==> config.mk <==
export PLATFORM = sky130hd
export DESIGN_NAME = space_to_tab_compressor_unit
export DESIGN_NICKNAME = d
export VERILOG_FILES = /design/src/hdl/stc_pkg.sv /design/src/hdl/space_to_tab_compressor_unit.sv
export SDC_FILE = /design/constraint.sdc
export NUM_CORES = 1
export LEC_CHECK = 0
export BUFFER_PORTS_ARGS = -buffer_cell sky130_fd_sc_hd__buf_2
export CAP_MARGIN = 15
export CORE_MARGIN = 3
export CORE_UTILIZATION = 30
export CTS_BUF_LIST = sky130_fd_sc_hd__clkbuf_4
export DETAILED_ROUTE_END_ITERATION = 7
export GPL_TIMING_DRIVEN = 0
export HOLD_SLACK_MARGIN = 0.06
export PLACE_DENSITY = 0.46
export SLEW_MARGIN = 20
export SYNTH_ARGS = -nofsm -noshare
export SYNTH_HDL_FRONTEND = slang
export SYNTH_SLANG_ARGS = --single-unit
==> constraint.sdc <==
create_clock -name clk -period 12.6 [get_ports clk]
set_clock_uncertainty 0.05 [all_clocks]
set_input_delay 2.52 -clock clk [delete_from_list [all_inputs] [get_ports clk]]
set_output_delay 2.52 -clock clk [all_outputs]
set_load 0.02 [all_outputs]
==> src/hdl/stc_pkg.sv <==
// ----------------------------------------------------------------------------
// Space-to-tab compressor package
// Shared widths, character codes, register indexes, sequencer states and the
// count saturation helper used by the compressor.
// ----------------------------------------------------------------------------
package stc_pkg;

    // Fixed field widths
    localparam int BYTE_W     = 8;
    localparam int COUNT_W    = 16;
    localparam int STOP_W     = 16;
    localparam int INDEX_W    = 4;
    localparam int SCOUNT_W   = 5;
    localparam int CFG_ADDR_W = 4;
    localparam int CFG_DATA_W = 32;

    // Character codes
    localparam logic [BYTE_W-1:0] CH_NL  = 8'h0A;
    localparam logic [BYTE_W-1:0] CH_SP  = 8'h20;
    localparam logic [BYTE_W-1:0] CH_TAB = 8'h09;

    // Reset value of the uniform tab spacing
    localparam logic [STOP_W-1:0] DEFAULT_WIDTH_RST = 16'd8;

    // Configuration register indexes (word address bits)
    typedef enum logic [1:0] {
        REG_CONVERT_ALL   = 2'd0,
        REG_STOP_COUNT    = 2'd1,
        REG_DEFAULT_WIDTH = 2'd2
    } reg_index_t;

    // Sequencer states, one-hot
    typedef enum logic [5:0] {
        S_IDLE = 6'b000001,
        S_LDW  = 6'b000010,
        S_MOD  = 6'b000100,
        S_DIV  = 6'b001000,
        S_SCAN = 6'b010000,
        S_EMIT = 6'b100000
    } state_t;

    // Clamp a count of up to 33 bits to the 16-bit repeat field.
    function automatic logic [COUNT_W-1:0] sat_count(input logic [32:0] v);
        logic [COUNT_W-1:0] r;
        r = (v > 33'd65535) ? 16'hFFFF : v[COUNT_W-1:0];
        return r;
    endfunction

endpackage

==> src/hdl/space_to_tab_compressor_unit.sv <==
// ----------------------------------------------------------------------------
// Space-to-tab compressor
// Turns a stream of text bytes into run-length coded transactions, replacing
// runs of spaces that end on a tab stop with tabs. Tab stops are uniform or
// taken from a programmable list held in a small memory.
// ----------------------------------------------------------------------------
// One transaction is taken at a time; the input stalls outside the idle state.
// A command or a space that cannot convert completes in the idle state. A
// newline or another byte then delivers its results in order, held while the
// output stalls. A space with uniform stops runs the shared restoring divider
// (remainder check, then tab count). A space with a stop list walks the list
// in index order through the single read port of the stop memory.
// Reset clears column, run start and line state and returns the configuration
// to its reset values; the stop list is undefined until written.
module space_to_tab_compressor_unit #(
    parameter int MAX_STOPS   = 16,
    parameter int COLUMN_BITS = 16
) (
    input  logic                               clk,
    input  logic                               rst_n,
    // Configuration port
    input  logic                               psel,
    input  logic                               penable,
    input  logic                               pwrite,
    input  logic [stc_pkg::CFG_ADDR_W-1:0]     paddr,
    input  logic [stc_pkg::CFG_DATA_W-1:0]     pwdata,
    output logic [stc_pkg::CFG_DATA_W-1:0]     prdata,
    output logic                               pready,
    // Input channel
    input  logic                               in_valid,
    output logic                               in_stall,
    input  logic                               command,
    input  logic [stc_pkg::BYTE_W-1:0]         text_byte,
    input  logic [stc_pkg::INDEX_W-1:0]        stop_index,
    input  logic [stc_pkg::STOP_W-1:0]         stop_value,
    // Output channel
    output logic                               out_valid,
    input  logic                               out_stall,
    output logic [stc_pkg::BYTE_W-1:0]         out_byte,
    output logic [stc_pkg::COUNT_W-1:0]        repeat_res,
    output logic                               last
);

    localparam int IDX_W = (MAX_STOPS > 1) ? $clog2(MAX_STOPS) : 1;
    localparam int CNT_W = $clog2(MAX_STOPS + 1);
    localparam int DCW   = $clog2(COLUMN_BITS + 1);
    localparam int CMP_W = (COLUMN_BITS > stc_pkg::STOP_W) ? COLUMN_BITS : stc_pkg::STOP_W;
    localparam logic [COLUMN_BITS-1:0] COL_MAX = {COLUMN_BITS{1'b1}};

    // Configuration registers
    logic                          convert_all_reg;
    logic [stc_pkg::SCOUNT_W-1:0]  stop_count_reg;
    logic [stc_pkg::STOP_W-1:0]    default_width_reg;

    // Line state
    stc_pkg::state_t               state_reg, state_next;
    logic [COLUMN_BITS-1:0]        column_reg, column_next;
    logic [COLUMN_BITS-1:0]        run_begin_reg, run_begin_next;
    logic                          seen_reg, seen_next;

    // Shared divider
    logic [stc_pkg::STOP_W-1:0]    w_reg, w_next;
    logic [COLUMN_BITS-1:0]        div_num_reg, div_num_next;
    logic [stc_pkg::STOP_W:0]      div_rem_reg, div_rem_next;
    logic [DCW-1:0]                div_cnt_reg, div_cnt_next;

    // Stop list scan
    logic [CNT_W-1:0]              scan_idx_reg, scan_idx_next;
    logic [CNT_W-1:0]              scan_len_reg, scan_len_next;
    logic [COLUMN_BITS-1:0]        scan_c_reg, scan_c_next;
    logic [CNT_W-1:0]              scan_tabs_reg, scan_tabs_next;
    logic                          scan_match_reg, scan_match_next;
    logic                          scan_brk_reg, scan_brk_next;

    // Pending results of the current transaction
    logic [stc_pkg::BYTE_W-1:0]    res0_byte_reg, res0_byte_next;
    logic [stc_pkg::COUNT_W-1:0]   res0_cnt_reg, res0_cnt_next;
    logic [stc_pkg::BYTE_W-1:0]    res1_byte_reg, res1_byte_next;
    logic [stc_pkg::COUNT_W-1:0]   res1_cnt_reg, res1_cnt_next;
    logic                          res_two_reg, res_two_next;
    logic                          emit_sel_reg, emit_sel_next;

    // Output register
    logic                          out_valid_reg, out_valid_next;
    logic [stc_pkg::BYTE_W-1:0]    out_byte_reg, out_byte_next;
    logic [stc_pkg::COUNT_W-1:0]   out_cnt_reg, out_cnt_next;
    logic                          out_last_reg, out_last_next;

    // Stop memory
    logic [stc_pkg::STOP_W-1:0]    stop_mem [MAX_STOPS];
    logic [stc_pkg::STOP_W-1:0]    rd_data_reg;
    logic [IDX_W-1:0]              rd_addr;
    logic [IDX_W-1:0]              wr_addr;
    logic                          wr_en;

    // Datapath helpers
    logic                          in_acc;
    logic                          cfg_wr;
    logic [COLUMN_BITS-1:0]        col_inc;
    logic [COLUMN_BITS-1:0]        flush_cnt;
    logic                          can_convert;
    logic [CNT_W-1:0]              list_len;
    logic [stc_pkg::STOP_W:0]      rem_shift;
    logic                          sub_ok;
    logic [CMP_W-1:0]              t_ext, c_ext, col_ext;
    logic                          proc_en;
    logic                          m_new, brk_new;
    logic [COLUMN_BITS-1:0]        c_new;
    logic [CNT_W-1:0]              tabs_new;
    logic [COLUMN_BITS:0]          tabs_uni;
    logic                          slot_free;

    // ------------------------------------------------------------------------
    // Configuration port
    // ------------------------------------------------------------------------
    assign pready = 1'b1;
    assign cfg_wr = psel && penable && pwrite;

    always_comb
    begin
        case (stc_pkg::reg_index_t'(paddr[3:2]))
            stc_pkg::REG_CONVERT_ALL:   prdata = 32'(convert_all_reg);
            stc_pkg::REG_STOP_COUNT:    prdata = 32'(stop_count_reg);
            stc_pkg::REG_DEFAULT_WIDTH: prdata = 32'(default_width_reg);
            default:                    prdata = '0;
        endcase
    end

    always_ff @(posedge clk or negedge rst_n)
    begin
        if (!rst_n)
        begin
            convert_all_reg   <= 1'b0;
            stop_count_reg    <= '0;
            default_width_reg <= stc_pkg::DEFAULT_WIDTH_RST;
        end
        else if (cfg_wr)
        begin
            case (stc_pkg::reg_index_t'(paddr[3:2]))
                stc_pkg::REG_CONVERT_ALL:   convert_all_reg   <= pwdata[0];
                stc_pkg::REG_STOP_COUNT:    stop_count_reg    <= pwdata[stc_pkg::SCOUNT_W-1:0];
                stc_pkg::REG_DEFAULT_WIDTH: default_width_reg <= pwdata[stc_pkg::STOP_W-1:0];
                default:                    ;
            endcase
        end
    end

    // ------------------------------------------------------------------------
    // Stop list memory: one write port, one registered read port
    // ------------------------------------------------------------------------
    assign in_stall = (state_reg != stc_pkg::S_IDLE);
    assign in_acc   = in_valid && !in_stall;
    assign wr_en    = in_acc && command && (32'(stop_index) < MAX_STOPS);
    assign wr_addr  = IDX_W'(stop_index);
    assign rd_addr  = (state_reg == stc_pkg::S_SCAN) ? scan_idx_reg[IDX_W-1:0] : '0;

    always_ff @(posedge clk)
    begin
        if (wr_en)
        begin
            stop_mem[wr_addr] <= stop_value;
        end
        rd_data_reg <= stop_mem[rd_addr];
    end

    // ------------------------------------------------------------------------
    // Shared helpers: column step, flush count, divider step, list compare
    // ------------------------------------------------------------------------
    assign col_inc     = (column_reg == COL_MAX) ? column_reg : column_reg + 1'b1;
    assign flush_cnt   = column_reg - run_begin_reg;
    assign can_convert = convert_all_reg || !seen_reg;
    assign list_len    = (32'(stop_count_reg) > MAX_STOPS) ? CNT_W'(MAX_STOPS)
                                                           : CNT_W'(stop_count_reg);

    // One restoring division step per cycle
    assign rem_shift = {div_rem_reg[stc_pkg::STOP_W-1:0], div_num_reg[COLUMN_BITS-1]};
    assign sub_ok    = (rem_shift >= {1'b0, w_reg});

    // Ceiling of run length over the spacing
    assign tabs_uni = (COLUMN_BITS+1)'(div_num_reg) + (COLUMN_BITS+1)'(div_rem_reg != '0);

    // One list entry per cycle: stop match and next-stop walk in index order
    assign t_ext   = CMP_W'(rd_data_reg);
    assign c_ext   = CMP_W'(scan_c_reg);
    assign col_ext = CMP_W'(column_reg);
    assign proc_en = (state_reg == stc_pkg::S_SCAN) && (scan_idx_reg != '0);

    always_comb
    begin
        m_new    = scan_match_reg;
        brk_new  = scan_brk_reg;
        c_new    = scan_c_reg;
        tabs_new = scan_tabs_reg;
        if (proc_en)
        begin
            if (t_ext == col_ext)
            begin
                m_new = 1'b1;
            end
            if (!scan_brk_reg && (t_ext > c_ext))
            begin
                if (t_ext > col_ext)
                begin
                    brk_new = 1'b1;
                end
                else
                begin
                    c_new    = t_ext[COLUMN_BITS-1:0];
                    tabs_new = scan_tabs_reg + 1'b1;
                end
            end
        end
    end

    assign slot_free = !out_valid_reg || !out_stall;

    // ------------------------------------------------------------------------
    // Sequencer
    // ------------------------------------------------------------------------
    always_comb
    begin
        state_next      = state_reg;
        column_next     = column_reg;
        run_begin_next  = run_begin_reg;
        seen_next       = seen_reg;
        w_next          = w_reg;
        div_num_next    = div_num_reg;
        div_rem_next    = div_rem_reg;
        div_cnt_next    = div_cnt_reg;
        scan_idx_next   = scan_idx_reg;
        scan_len_next   = scan_len_reg;
        scan_c_next     = scan_c_reg;
        scan_tabs_next  = scan_tabs_reg;
        scan_match_next = scan_match_reg;
        scan_brk_next   = scan_brk_reg;
        res0_byte_next  = res0_byte_reg;
        res0_cnt_next   = res0_cnt_reg;
        res1_byte_next  = res1_byte_reg;
        res1_cnt_next   = res1_cnt_reg;
        res_two_next    = res_two_reg;
        emit_sel_next   = emit_sel_reg;
        out_valid_next  = out_valid_reg && out_stall;
        out_byte_next   = out_byte_reg;
        out_cnt_next    = out_cnt_reg;
        out_last_next   = out_last_reg;

        case (state_reg)
            stc_pkg::S_IDLE:
            begin
                if (in_acc && !command)
                begin
                    emit_sel_next = 1'b0;
                    if (text_byte == stc_pkg::CH_SP)
                    begin
                        column_next = col_inc;
                        if (can_convert)
                        begin
                            if (stop_count_reg == '0)
                            begin
                                // Uniform stops at the default spacing
                                w_next       = default_width_reg;
                                div_num_next = col_inc;
                                div_rem_next = '0;
                                div_cnt_next = DCW'(COLUMN_BITS);
                                if (default_width_reg != '0)
                                begin
                                    state_next = stc_pkg::S_MOD;
                                end
                            end
                            else if (stop_count_reg == 5'd1)
                            begin
                                // Spacing comes from the first list entry
                                state_next = stc_pkg::S_LDW;
                            end
                            else
                            begin
                                scan_idx_next   = '0;
                                scan_len_next   = list_len;
                                scan_c_next     = run_begin_reg;
                                scan_tabs_next  = '0;
                                scan_match_next = 1'b0;
                                scan_brk_next   = 1'b0;
                                state_next      = stc_pkg::S_SCAN;
                            end
                        end
                    end
                    else
                    begin
                        // Flush pending spaces, then pass the byte through
                        if (column_reg > run_begin_reg)
                        begin
                            res0_byte_next = stc_pkg::CH_SP;
                            res0_cnt_next  = stc_pkg::sat_count(33'(flush_cnt));
                            res1_byte_next = text_byte;
                            res1_cnt_next  = 16'd1;
                            res_two_next   = 1'b1;
                        end
                        else
                        begin
                            res0_byte_next = text_byte;
                            res0_cnt_next  = 16'd1;
                            res_two_next   = 1'b0;
                        end
                        if (text_byte == stc_pkg::CH_NL)
                        begin
                            column_next    = '0;
                            run_begin_next = '0;
                            seen_next      = 1'b0;
                        end
                        else
                        begin
                            column_next    = col_inc;
                            run_begin_next = col_inc;
                            seen_next      = 1'b1;
                        end
                        state_next = stc_pkg::S_EMIT;
                    end
                end
            end

            stc_pkg::S_LDW:
            begin
                w_next       = rd_data_reg;
                div_num_next = column_reg;
                div_rem_next = '0;
                div_cnt_next = DCW'(COLUMN_BITS);
                state_next   = (rd_data_reg != '0) ? stc_pkg::S_MOD : stc_pkg::S_IDLE;
            end

            stc_pkg::S_MOD:
            begin
                if (div_cnt_reg != '0)
                begin
                    div_num_next = {div_num_reg[COLUMN_BITS-2:0], sub_ok};
                    div_rem_next = sub_ok ? rem_shift - {1'b0, w_reg} : rem_shift;
                    div_cnt_next = div_cnt_reg - 1'b1;
                end
                else if ((div_rem_reg == '0) && (flush_cnt != '0))
                begin
                    // Column is on a stop: count the tabs for the pending run
                    div_num_next = flush_cnt;
                    div_rem_next = '0;
                    div_cnt_next = DCW'(COLUMN_BITS);
                    state_next   = stc_pkg::S_DIV;
                end
                else
                begin
                    state_next = stc_pkg::S_IDLE;
                end
            end

            stc_pkg::S_DIV:
            begin
                if (div_cnt_reg != '0)
                begin
                    div_num_next = {div_num_reg[COLUMN_BITS-2:0], sub_ok};
                    div_rem_next = sub_ok ? rem_shift - {1'b0, w_reg} : rem_shift;
                    div_cnt_next = div_cnt_reg - 1'b1;
                end
                else
                begin
                    res0_byte_next = stc_pkg::CH_TAB;
                    res0_cnt_next  = stc_pkg::sat_count(33'(tabs_uni));
                    res_two_next   = 1'b0;
                    run_begin_next = column_reg;
                    state_next     = stc_pkg::S_EMIT;
                end
            end

            stc_pkg::S_SCAN:
            begin
                scan_match_next = m_new;
                scan_brk_next   = brk_new;
                scan_c_next     = c_new;
                scan_tabs_next  = tabs_new;
                if (scan_idx_reg == scan_len_reg)
                begin
                    state_next = stc_pkg::S_IDLE;
                    if (m_new)
                    begin
                        run_begin_next = column_reg;
                        if (tabs_new != '0)
                        begin
                            res0_byte_next = stc_pkg::CH_TAB;
                            res0_cnt_next  = stc_pkg::sat_count(33'(tabs_new));
                            res1_byte_next = stc_pkg::CH_SP;
                            res1_cnt_next  = stc_pkg::sat_count(33'(column_reg - c_new));
                            res_two_next   = (column_reg > c_new);
                            state_next     = stc_pkg::S_EMIT;
                        end
                        else if (column_reg > c_new)
                        begin
                            res0_byte_next = stc_pkg::CH_SP;
                            res0_cnt_next  = stc_pkg::sat_count(33'(column_reg - c_new));
                            res_two_next   = 1'b0;
                            state_next     = stc_pkg::S_EMIT;
                        end
                    end
                end
                else
                begin
                    scan_idx_next = scan_idx_reg + 1'b1;
                end
            end

            stc_pkg::S_EMIT:
            begin
                if (slot_free)
                begin
                    out_valid_next = 1'b1;
                    out_byte_next  = emit_sel_reg ? res1_byte_reg : res0_byte_reg;
                    out_cnt_next   = emit_sel_reg ? res1_cnt_reg : res0_cnt_reg;
                    out_last_next  = emit_sel_reg || !res_two_reg;
                    if (emit_sel_reg || !res_two_reg)
                    begin
                        state_next = stc_pkg::S_IDLE;
                    end
                    else
                    begin
                        emit_sel_next = 1'b1;
                    end
                end
            end

            default:
            begin
                state_next = stc_pkg::S_IDLE;
            end
        endcase
    end

    // Control state
    always_ff @(posedge clk or negedge rst_n)
    begin
        if (!rst_n)
        begin
            state_reg     <= stc_pkg::S_IDLE;
            column_reg    <= '0;
            run_begin_reg <= '0;
            seen_reg      <= 1'b0;
            emit_sel_reg  <= 1'b0;
            out_valid_reg <= 1'b0;
        end
        else
        begin
            state_reg     <= state_next;
            column_reg    <= column_next;
            run_begin_reg <= run_begin_next;
            seen_reg      <= seen_next;
            emit_sel_reg  <= emit_sel_next;
            out_valid_reg <= out_valid_next;
        end
    end

    // Datapath registers
    always_ff @(posedge clk)
    begin
        w_reg          <= w_next;
        div_num_reg    <= div_num_next;
        div_rem_reg    <= div_rem_next;
        div_cnt_reg    <= div_cnt_next;
        scan_idx_reg   <= scan_idx_next;
        scan_len_reg   <= scan_len_next;
        scan_c_reg     <= scan_c_next;
        scan_tabs_reg  <= scan_tabs_next;
        scan_match_reg <= scan_match_next;
        scan_brk_reg   <= scan_brk_next;
        res0_byte_reg  <= res0_byte_next;
        res0_cnt_reg   <= res0_cnt_next;
        res1_byte_reg  <= res1_byte_next;
        res1_cnt_reg   <= res1_cnt_next;
        res_two_reg    <= res_two_next;
        out_byte_reg   <= out_byte_next;
        out_cnt_reg    <= out_cnt_next;
        out_last_reg   <= out_last_next;
    end

    assign out_valid  = out_valid_reg;
    assign out_byte   = out_byte_reg;
    assign repeat_res = out_cnt_reg;
    assign last       = out_last_reg;

    // ------------------------------------------------------------------------
    // Assertions
    // ------------------------------------------------------------------------

    // The pending run never starts beyond the current column.
    a_run_order: assert property (@(posedge clk) disable iff (!rst_n)
        run_begin_reg <= column_reg)
        else $error("pending run starts beyond the column");

    // The divider only runs against a non-zero spacing.
    a_div_nonzero: assert property (@(posedge clk) disable iff (!rst_n)
        (state_reg == stc_pkg::S_MOD || state_reg == stc_pkg::S_DIV) |-> (w_reg != '0))
        else $error("divider running with zero spacing");

    // A newline transaction always goes straight to result delivery.
    a_newline_emit: assert property (@(posedge clk) disable iff (!rst_n)
        (in_acc && !command && text_byte == stc_pkg::CH_NL) |=>
            (state_reg == stc_pkg::S_EMIT && column_reg == '0 && !seen_reg))
        else $error("newline did not reset the line and emit");

endmodule

### Yosys cells after proc, flatten, opt, wreduce, memory -nomap -nowiden

Memories as Yosys holds them, arrays and structs flattened. A register that Yosys moved wholly into a read port is not among the register bits.
Cells that the tools add are included.

* bits in writable memories: 256
* memories kept: 1
* input port bits: 72
* register bits after elaboration: 224

* add/subtract/negate cells: 8
* mux-type cells: 144
* reduce and logical (&&, ||, !) cells: 51
* magnitude comparators: 8
* equal/unequal tests: 40
* bitwise operators: 3

Memory list
* stop_mem: depth 16, bits a word 16, read ports 1, clocked after memory_dff 1, write ports 1, line space_to_tab_compressor_unit.sv:90 `logic [stc_pkg::STOP_W-1:0] stop_mem [MAX_STOPS];`

Operator list (number)
* 2-to-1 mux 16 bit: 44
* one-hot mux 16 bit (3 select lines): 3
* 2-to-1 mux 17 bit: 8
* 2-to-1 mux 8 bit: 15
* one-hot mux 16 bit (2 select lines): 3
* 2-to-1 mux 5 bit: 17
* 2-to-1 mux 6 bit: 13
* one-hot mux 17 bit (4 select lines): 1
* greater-than comparator 16 bit: 4
* one-hot mux 16 bit (4 select lines): 1
* nonzero test 16 bit: 3
* one-hot mux 6 bit (6 select lines): 1
* inequality test 2 bit, second input constant: 17
* greater-than comparator 33 x 16 -> 1 bit, second input constant: 1
* AND reduction 7 bit: 4
* 2-to-1 mux 1 bit: 26
* one-hot mux 8 bit (3 select lines): 1
* one-hot mux 5 bit (2 select lines): 2
* one-hot mux 5 bit (4 select lines): 1
* AND reduction 6 bit: 3
* adder 16 x 1 -> 17 bit: 1
* >= comparator 17 x 16 -> 1 bit: 1
* greater-than comparator 17 x 16 -> 1 bit, second input constant: 1
* zero test 17 bit: 1
* 48 further kinds: 82

### Depth between registers and ports, before layout

Gate-level depths: netlist of the first run.

* depth in word-level cells: 12
* gate-level depth with buffers: 26
* mapped depth without buffers: 22

### Worst setup path after synthesis of the first run

OpenSTA, ideal clock, no wires.

* path type: input to register
* start point: in text_byte[2] (netlist bit)
* end point: reg div_cnt_reg[0] (enable)
* setup time: 491 ps
* data required time: 12059 ps
* slack: 5741 ps
* path buffers: 0
* cell stages on the path: 4
* data arrival time: 6318 ps
* cells stage by stage: or4_1 -> nor3_1 -> a31oi_1 -> a211oi_1

* cells in the longest elaborated chain, start to end: 3

RTL lines
* start: declaration: line space_to_tab_compressor_unit.sv:33 `input logic [stc_pkg::BYTE_W-1:0] text_byte,`
* equality test 8 x 6 -> 1 bit: line space_to_tab_compressor_unit.sv:253 `if (text_byte == stc_pkg::CH_SP)`
* inequality test 2 bit (no source line)
* AND reduction 7 bit (no source line)
* end signal: assignment: line space_to_tab_compressor_unit.sv:461 `div_cnt_reg <= div_cnt_next;`
* end: declaration: line space_to_tab_compressor_unit.sv:65 `logic [DCW-1:0] div_cnt_reg, div_cnt_next;`

No other way between the ends.
A chain may end at the register's enable or synchronous reset.

### Worst setup path after layout of the first run

* start point: reg column_reg[7], in the netlist col_ext[7]
* end point: reg res0_cnt_reg[10] (netlist bit), data pin

* cells in the longest elaborated chain, start to end: 12

RTL lines
* start: declaration: line space_to_tab_compressor_unit.sv:57 `logic [COLUMN_BITS-1:0] column_reg, column_next;`
* start signal: assignment: line space_to_tab_compressor_unit.sv:447 `column_reg <= column_next;`
* greater-than comparator 16 bit: line space_to_tab_compressor_unit.sv:202 `if (t_ext > col_ext)`
* 2-to-1 mux 16 bit: line space_to_tab_compressor_unit.sv:202
* 2-to-1 mux 16 bit: line space_to_tab_compressor_unit.sv:200 `if (!scan_brk_reg && (t_ext > c_ext))`
* 2-to-1 mux 16 bit: line space_to_tab_compressor_unit.sv:194 `if (proc_en)`
* subtractor 16 x 16 -> 17 bit: line space_to_tab_compressor_unit.sv:394 `res0_cnt_next = stc_pkg::sat_count(33'(column_reg - c_new));`
* greater-than comparator 33 x 16 -> 1 bit: line stc_pkg.sv:45 `r = (v > 33'd65535) ? 16'hFFFF : v[COUNT_W-1:0];`
* 2-to-1 mux 16 bit: line stc_pkg.sv:45
* 2-to-1 mux 16 bit: line space_to_tab_compressor_unit.sv:391 `else if (column_reg > c_new)`
* 2-to-1 mux 16 bit: line space_to_tab_compressor_unit.sv:382 `if (tabs_new != '0)`
* 2-to-1 mux 16 bit: line space_to_tab_compressor_unit.sv:379 `if (m_new)`
* 2-to-1 mux 16 bit: line space_to_tab_compressor_unit.sv:376 `if (scan_idx_reg == scan_len_reg)`
* one-hot mux 16 bit (3 select lines) *: line space_to_tab_compressor_unit.sv:247 `case (state_reg)`
* via res0_cnt_next, one bit: line space_to_tab_compressor_unit.sv:77 `logic [stc_pkg::COUNT_W-1:0] res0_cnt_reg, res0_cnt_next;`
* end signal: assignment: line space_to_tab_compressor_unit.sv:469 `res0_cnt_reg <= res0_cnt_next;`
* end: declaration: line space_to_tab_compressor_unit.sv:77

Mark *: on every way through the listed nets, which the timed path passes. The rest lies on a longest branch. The select of a mux whose other input is x is not followed.

==> results of run 1 <==
## report_power, final
group	switching [µW]	total (µW)	internal, µW
Clock	721	1640	921
Sequential	150	2200	2050
Combinational	1000	1610	601
Total	1880	5450	3570
## stage by stage
| step | util (%) | setup slack (ps) | hold WS, ps | cell area (µm²) |
|---|---|---|---|---|
| 3_5_place_dp | 33.3 | 4750 | 455 | 27400 |
| 6_report | 35.7 | 4570 | 467 | 29500 |
| 4_1_cts | 35.7 | 4790 | 461 | 29400 |
| 2_1_floorplan | - | 5740 | 421 | 25200 |
| 3_3_place_gp | 32.8 | 2740 | 445 | 27000 |
| 5_1_grt | 35.7 | 4280 | 478 | 29400 |
## cell usage in the layout, fill, tap and decap left out, types with 82 or more instances in the layout
cell type,instances
a21oi_1,125
buf_2,99
clkbuf_1,83
clkbuf_4,234
edfxtp_1,417
ha_1,84
inv_1,93
nand2_1,230
nor2_1,119
o21ai_0,82
## critical path, stage by stage (launching register included)
cell and delay [ps]:
dfrtp_1 360, clkbuf_1 600, inv_1 420, ha_1 420
nand2_1 80, or4_4 550, a21o_1 210, o211a_2 170
o21ai_4 300, buf_4 290, buf_1 550, o21ai_0 350
ha_1 300, fa_1 420, nor2b_1 130, o21ai_0 110
a21boi_0 320, o21a_1 160, nor2_1 100, nor4_1 390
nor4b_4 120, o31ai_4 400, nand3_2 210, a211oi_1 640
o21ai_1 110
## cells by family after synthesis
kind of cell / count (synthesis)
compound gates: 468
xor+xnor: 66
fa+ha+maj: 88
buf+inv: 213
flops: 496
mux: 147
other cells: 2
simple gates: 638
## synth_stat cells, drive strengths merged (4+ instances only)
library cell	instances	area, µm²
o31a	5	45.0
o21bai	7	52.6
and4	6	52.6
o211ai	10	80.1
o21a	11	82.6
nand2b	14	87.6
nor4	20	140
a2bb2oi	6	52.6
nand2	232	873
nand4	17	106
a221oi	8	70.1
o22ai	4	25.0
inv	93	349
xnor2	46	403
a22o	6	52.6
or4	6	48.8
edfxtp	417	12500
or3	6	37.5
a21oi	128	644
nor3	39	228
buf	35	208
nor2	132	495
clkbuf	84	315
mux2i	51	523
nor2b	17	106
mux2	64	721
a221o	16	160
a21o	23	173
dfrtp	61	1530
and2	31	195
ha	84	1050
xor2	20	175
or2	7	43.8
mux4	32	721
dfxtp	16	320
nand3b	5	37.5
a31oi	42	263
a2111oi	4	60.1
a21boi	9	67.6
o31ai	11	110
a211oi	53	398
nand3	52	265
o21ai	98	502
a22oi	4	30.0
and3	45	282
## metal layers
layer  up-vias  share of wire (%)  GRT usage (%)
met2       606                 49           30.8
met3       151                5.0           3.03
met1      9186                 43           23.4
met5         -                  0              0
li1       8587                  -              -
met4         0                3.1           7.64
## area by class of cell
cell class | count | area [µm²] | area share [%]
flip-flops and latches | 496 | 14400 | 49.0
repair buffers | 118 | 777 | 2.64
clock buffers | 234 | 1760 | 5.96
clock inverters | 26 | 235 | 0.799
plain buffers | 119 | 524 | 1.78
well taps | 1070 | 1340 | 4.55
multi-input cells | 1424 | 10000 | 34.1
diodes | 4 | 10.0 | 0.0340
inverters | 94 | 353 | 1.20
## how the worst max path moves through the flow
stage               cells past startpoint  slack, ps              startpoint                          to
floorplan                               4       5740            text_byte[2]    div_cnt_reg[0]$_DFFE_PP_
global placement                        5       2740            text_byte[2]    div_num_reg[8]$_DFFE_PP_
detailed placement                     24       4750  col_ext[7]$_DFFE_PN0P_  res0_cnt_reg[10]$_DFFE_PP_
CTS                                    24       4790  col_ext[7]$_DFFE_PN0P_  res0_cnt_reg[10]$_DFFE_PP_
global route                           24       4280  col_ext[7]$_DFFE_PN0P_  res0_cnt_reg[10]$_DFFE_PP_
finish                                 24       4570  col_ext[7]$_DFFE_PN0P_  res0_cnt_reg[10]$_DFFE_PP_
==> out/qor.csv, run 1 <==
stage;metric;value;unit
outcome;outcome;completed;
yosys;multiplexer share of the synthesized area;7.81;%
power;Leak;0.0113;µW
die;DIE AREA;87300;µm²
yosys;Synth Register Bits;496;
sta;Fin Setup TNS;0;ps
yosys;synthesized area per cell;11.9;µm²
yosys;Post-synth EDFFs;417;
yosys;Mapped Cells;2118;
sta;RSZ-0062 raised after global routing;no;
min_path;hold depth;2;
die;die width;296;µm
clock_tree;Skew-Pair Late Insertion Delay;970;ps
sta;fmax;125;MHz
power;Max VDD drop;0.0000749;V
global_route;number of global-route vias before repair;18491;
die;row count;105;
drt;Vias;18530;
place;DP HPWL;59100;µm
setup_path;CP arrival;8660;ps
global_route;GRT Overall Usage;18.3;%
setup_path;critical path type;reg2reg;
setup_path;Critical Path End Type;flop;
setup_path;FF-to-FF Start;col_ext[7]$_DFFE_PN0P_;
die;core area;82500;µm²
clock_tree;Post-CTS Setup Inserts;0;
drt;iteration-0 DRC count of the detailed router;1395;
clock_tree;CTS tree;yes;
clock_tree;Num CTS Buffers;144;
layout;fraction of layout instances using a drive strength above 1;21.6;%
sta;Worst-Margin Slew;1100;ps
sta;final setup violation count;0;
setup_path;flop-to-flop setup slack;4570;ps
setup_path;Max FO, Critical Path;10;
drt;routed wire length per instance;22.4;µm
place;cell count after placement;3321;
power;PnR Total Power;5450;µW
die;Starting Density;30.5;%
clock_tree;hold buffer count at CTS;0;
setup_path;RR Endpoint;res0_cnt_reg[10]$_DFFE_PP_;
clock_tree;maximum clock path buffer count;3;
clock_tree;clk root buf;clkbuf_4;
sta;Slew Limit Headroom;26.6;%
drt;DRT antenna net count;0;
drt;First-pass DRT Iterations;5;
layout;Largest register FFs;256;
min_path;min-delay worst type;reg2reg;
yosys;Post-synth top flop;edfxtp_1;
yosys;synthesized area;25100;µm²
yosys;post-synthesis sequential area ratio;57.3;%
layout;Synth-to-Final Area Change;17.1;%
yosys;ys async rst share;12.7;%
yosys;post-synthesis simple-gate area fraction;12.3;%
layout;Nets;2556;
min_path;hold endpoint;state_reg[0]$_DFFE_PN1P_;
drt;drt via density;5.17;
min_path;worst hold start;state_reg[0]$_DFFE_PN1P_;
layout;fin cells;3585;
drt;DRC viols;0;
die;die height;296;µm
global_route;first-pass GRT wire length;118000;µm
drt;routed wire length;80300;µm
die;Boundary Pins;132;
global_route;largest net degree at the start of global routing;42;
run;Max Cap Viol;0;
sta;fin crit share;63.7;%
power;Pwr Density;185;nW/µm²
clock_tree;Resize count post-CTS;0;
setup_path;crit path launch type;flop;
setup_path;Crit path required time;13240;ps
yosys;post-synthesis adder-cell area fraction;4.46;%
clock_tree;H-tree depth;4;
layout;FILL cells;8236;
sta;final hold vios;0;
yosys;Synth Area in Compound Gates;12.3;%
global_route;initial antenna violation count;2;
global_route;remaining global-route overflow;0;
sta;max-slew violations;0;
sta;Tmin final;8030;ps
place;Routability Congestion;0.889;
clock_tree;clk sinks;496;
clock_tree;clk slew on worst S/H paths;60;ps
place;Port Buffers;96;
yosys;synthesis warning total;0;
yosys;Synth Area in XOR/XNOR;2.30;%
yosys;main combinational cell family by area after synthesis;simple AND/OR/NAND/NOR gates;
setup_path;Register-to-Register Path Depth;24;
yosys;post-synth cell types;92;
Note: power is estimated with default switching activity, not from simulation.
==> run 2: changes to the inputs <==
Settings changed: PLACE_DENSITY 0.46 to 0.48.
Clock period 12.6 ns to 7.1 ns, I/O delays scaled along.
==> run 2 against run 1 <==
Compared with the run above: final cell count up 0.17%; clock power grew 70%; first-iteration DRC count is 3.9% lower; critical path type unchanged.
==> out/qor.csv, run 2 (synthesis results as in run 1) <==
stage;metric;value;unit;change
setup_path;FF-to-FF Start;col_ext[15]$_DFFE_PN0P_;;
global_route;GRT Overall Usage;18.2;%;-0.083 points
drt;routed wire length;79400;µm;-1.2%
setup_path;Register-to-Register Path Depth;22;;-8.3%
clock_tree;maximum clock path buffer count;3;;unchanged
drt;Vias;18572;;+0.23%
power;combinational power share;30.0;%;+0.5 points
layout;Largest register FFs;256;;unchanged
place;DP HPWL;59000;µm;-0.12%
place;Port Buffers;96;;unchanged
sta;Fin Setup TNS;0;ps;unchanged
drt;drt via density;5.17;;about the same
power;PnR Total Power;9550;µW;+75%
drt;DRT antenna net count;0;;unchanged
outcome;outcome;completed;;
power;sw power;3330;µW;+77%
power;clock power share;29.3;%;-0.9 points
drt;DRC viols;0;;unchanged
drt;First-pass DRT Iterations;5;;unchanged
setup_path;Crit path depth;22;;-8.3%
sta;Slew Limit Headroom;24.8;%;-1.8 points
drt;routed wire length per instance;22.1;µm;-1.3%
setup_path;WP buf/inv;3;;-1
sta;Tmin final;6800;ps;-1220 ps
setup_path;critical path type;reg2reg;;
place;Routability Congestion;0.935;;+5.1%
global_route;first-pass GRT wire length;118000;µm;-0.15%
layout;Synth-to-Final Area Change;17.3;%;
power;sequential share of power;40.7;%;+0.3 points
sta;fin crit share;95.8;%;+32 points
power;Internal Power;6220;µW;+74%
global_route;initial antenna violation count;3;;+1
setup_path;CP arrival;7400;ps;-1260 ps
setup_path;CP peak stage delay;590;ps;-50 ps
global_route;largest net degree at the start of global routing;45;;+7.1%
die;core area;82500;µm²;unchanged
setup_path;RR Endpoint;res0_cnt_reg[1]$_DFFE_PP_;;
clock_tree;clk slew on worst S/H paths;70;ps;about the same
power;Leak;0.0114;µW;about the same
setup_path;CP dominant cell by count;ha_1;;
min_path;min-delay worst type;in2async;;
setup_path;Crit path required time;7700;ps;-5540 ps
power;Sw Share;34.8;%;+0.41 points
clock_tree;clk root buf;clkbuf_4;;
sta;RSZ-0062 raised after global routing;no;;
die;Starting Density;30.5;%;unchanged
clock_tree;Num CTS Buffers;143;;-0.69%
layout;Nets;2563;;+0.27%
die;die width;296;µm;unchanged
drt;iteration-0 DRC count of the detailed router;1341;;-3.9%
setup_path;Critical Path End Type;flop;;
die;Boundary Pins;132;;unchanged
power;Pwr Density;324;nW/µm²;+75%
setup_path;Crit-path slowest cell;dfrtp_1;;
clock_tree;CTS tree;yes;;
sta;Fin Hold WS;315;ps;-152 ps
setup_path;CP Launch Point;col_ext[15]$_DFFE_PN0P_;;
die;DIE AREA;87300;µm²;unchanged
sta;max-slew violations;0;;unchanged
layout;Finished Core Util;35.7;%;+0.039 points
setup_path;flop-to-flop setup slack;300;ps;-4280 ps
sta;fmax;147;MHz;+18%
clock_tree;Skew-Pair Late Insertion Delay;940;ps;-30 ps
die;row count;105;;unchanged
sta;final setup violation count;0;;unchanged
sta;Worst-Margin Slew;1120;ps;+25.6 ps
setup_path;crit path launch type;flop;;
clock_tree;clk sinks;496;;unchanged
setup_path;Max FO, Critical Path;14;;+4
layout;leading cell type in the layout, fill and taps excluded;edfxtp_1;;
setup_path;CP Cell Sequence;inv_1 > ha_1 > nand4_1 > or4_4 > a21o_1 > o211a_2 > o21ai_4 > buf_4 > mux2i_1 > ha_1 > nor2b_1 > o21ai_0 > a21boi_0 > o211ai_1 > nand2_1 > a211oi_1 > o31ai_4 > a31oi_1 > o21bai_1 > a21oi_2 > nor2_4 > buf_16;;
sta;final hold vios;0;;unchanged
die;die height;296;µm;unchanged
setup_path;CP delay by family, top;compound AO/OA/AOI/OAI gates;;
global_route;number of global-route vias before repair;18800;;+1.7%
clock_tree;hold buffer count at CTS;0;;unchanged
clock_tree;H-tree depth;4;;unchanged
global_route;remaining global-route overflow;0;;unchanged
power;Max VDD drop;0.000141;V;+88%
run;Max Cap Viol;0;;unchanged
layout;fraction of layout instances using a drive strength above 1;21.8;%;+0.22 points
layout;most frequent cells in the layout;edfxtp_1 (417), nand2_1 (230), clkbuf_4 (212), a21oi_1 (124), nor2_1 (119);;
[run 2: cell types whose count changed in the layout (fill, tap and decap cells not counted), sizes merged]
cell      before  now
buf          153  161
clkbuf       318  293
clkinv        17   41
clkinvlp       2    3
diode          4    3
inv           97   96
[run 2: metrics by stage]
step | setup slack, ps | cells | instance area, µm²
after floorplan | 728 | 2133 | 25200
after global routing | 14.5 | 3591 | 29500
after detailed placement | -740 | 3327 | 27500
after CTS | 14.2 | 3586 | 29400
final | 299 | 3591 | 29500
after global placement | -1870 | 3299 | 27000
[run 2: power by group through the flow]
stage	Clock (µW)	Combinational [µW]	Sequential (µW)
after floorplan	0	1850	3900
after global placement	0	2720	3970
after detailed placement	0	2820	3950
after CTS	2900	2840	3890
after global routing	3070	3110	3930
final	2790	2870	3890
[run 2: final cells by class]
type                    instances  area [µm²]
repair buffers                126         867
multi-input cells            1424       10000
well taps                    1070        1340
clock inverters                50         339
flip-flops and latches        496       14400
fillers                      8261       53000
clock buffers                 209        1570
plain buffers                 119         538
inverters                      94         357
diodes                          3        7.51
[run 2: per-layer routing]
layer | vias to the layer above | part of all wire, % | track usage [%]
met5 | - | 0 | 0
met1 | 9247 | 43 | 22.9
li1 | 8612 | - | -
met2 | 570 | 49 | 30.5
met4 | 0 | 3.4 | 8.31
met3 | 143 | 5.0 | 3.29
[run 2: what timing repair did]
action / in CTS / in global routing
setup endpoints to repair: 59 / 57
resized for setup: 5 / 20
buffers inserted: 0 / 2
[run 2: how the worst max path moves through the flow]
| stage | end | slack [ps] |
|---|---|---|
| 6_report | res0_cnt_reg[1]$_DFFE_PP_ | 300 |
| 3_3_place_gp | res0_byte_reg[2]$_DFFE_PP_ | -1870 |
| 4_1_cts | res0_cnt_reg[10]$_DFFE_PP_ | 10 |
| 2_1_floorplan | res0_byte_reg[0]$_DFFE_PP_ | 730 |
| 5_1_grt | res0_cnt_reg[0]$_DFFE_PP_ | 10 |
| 3_5_place_dp | res0_byte_reg[2]$_DFFE_PP_ | -740 |
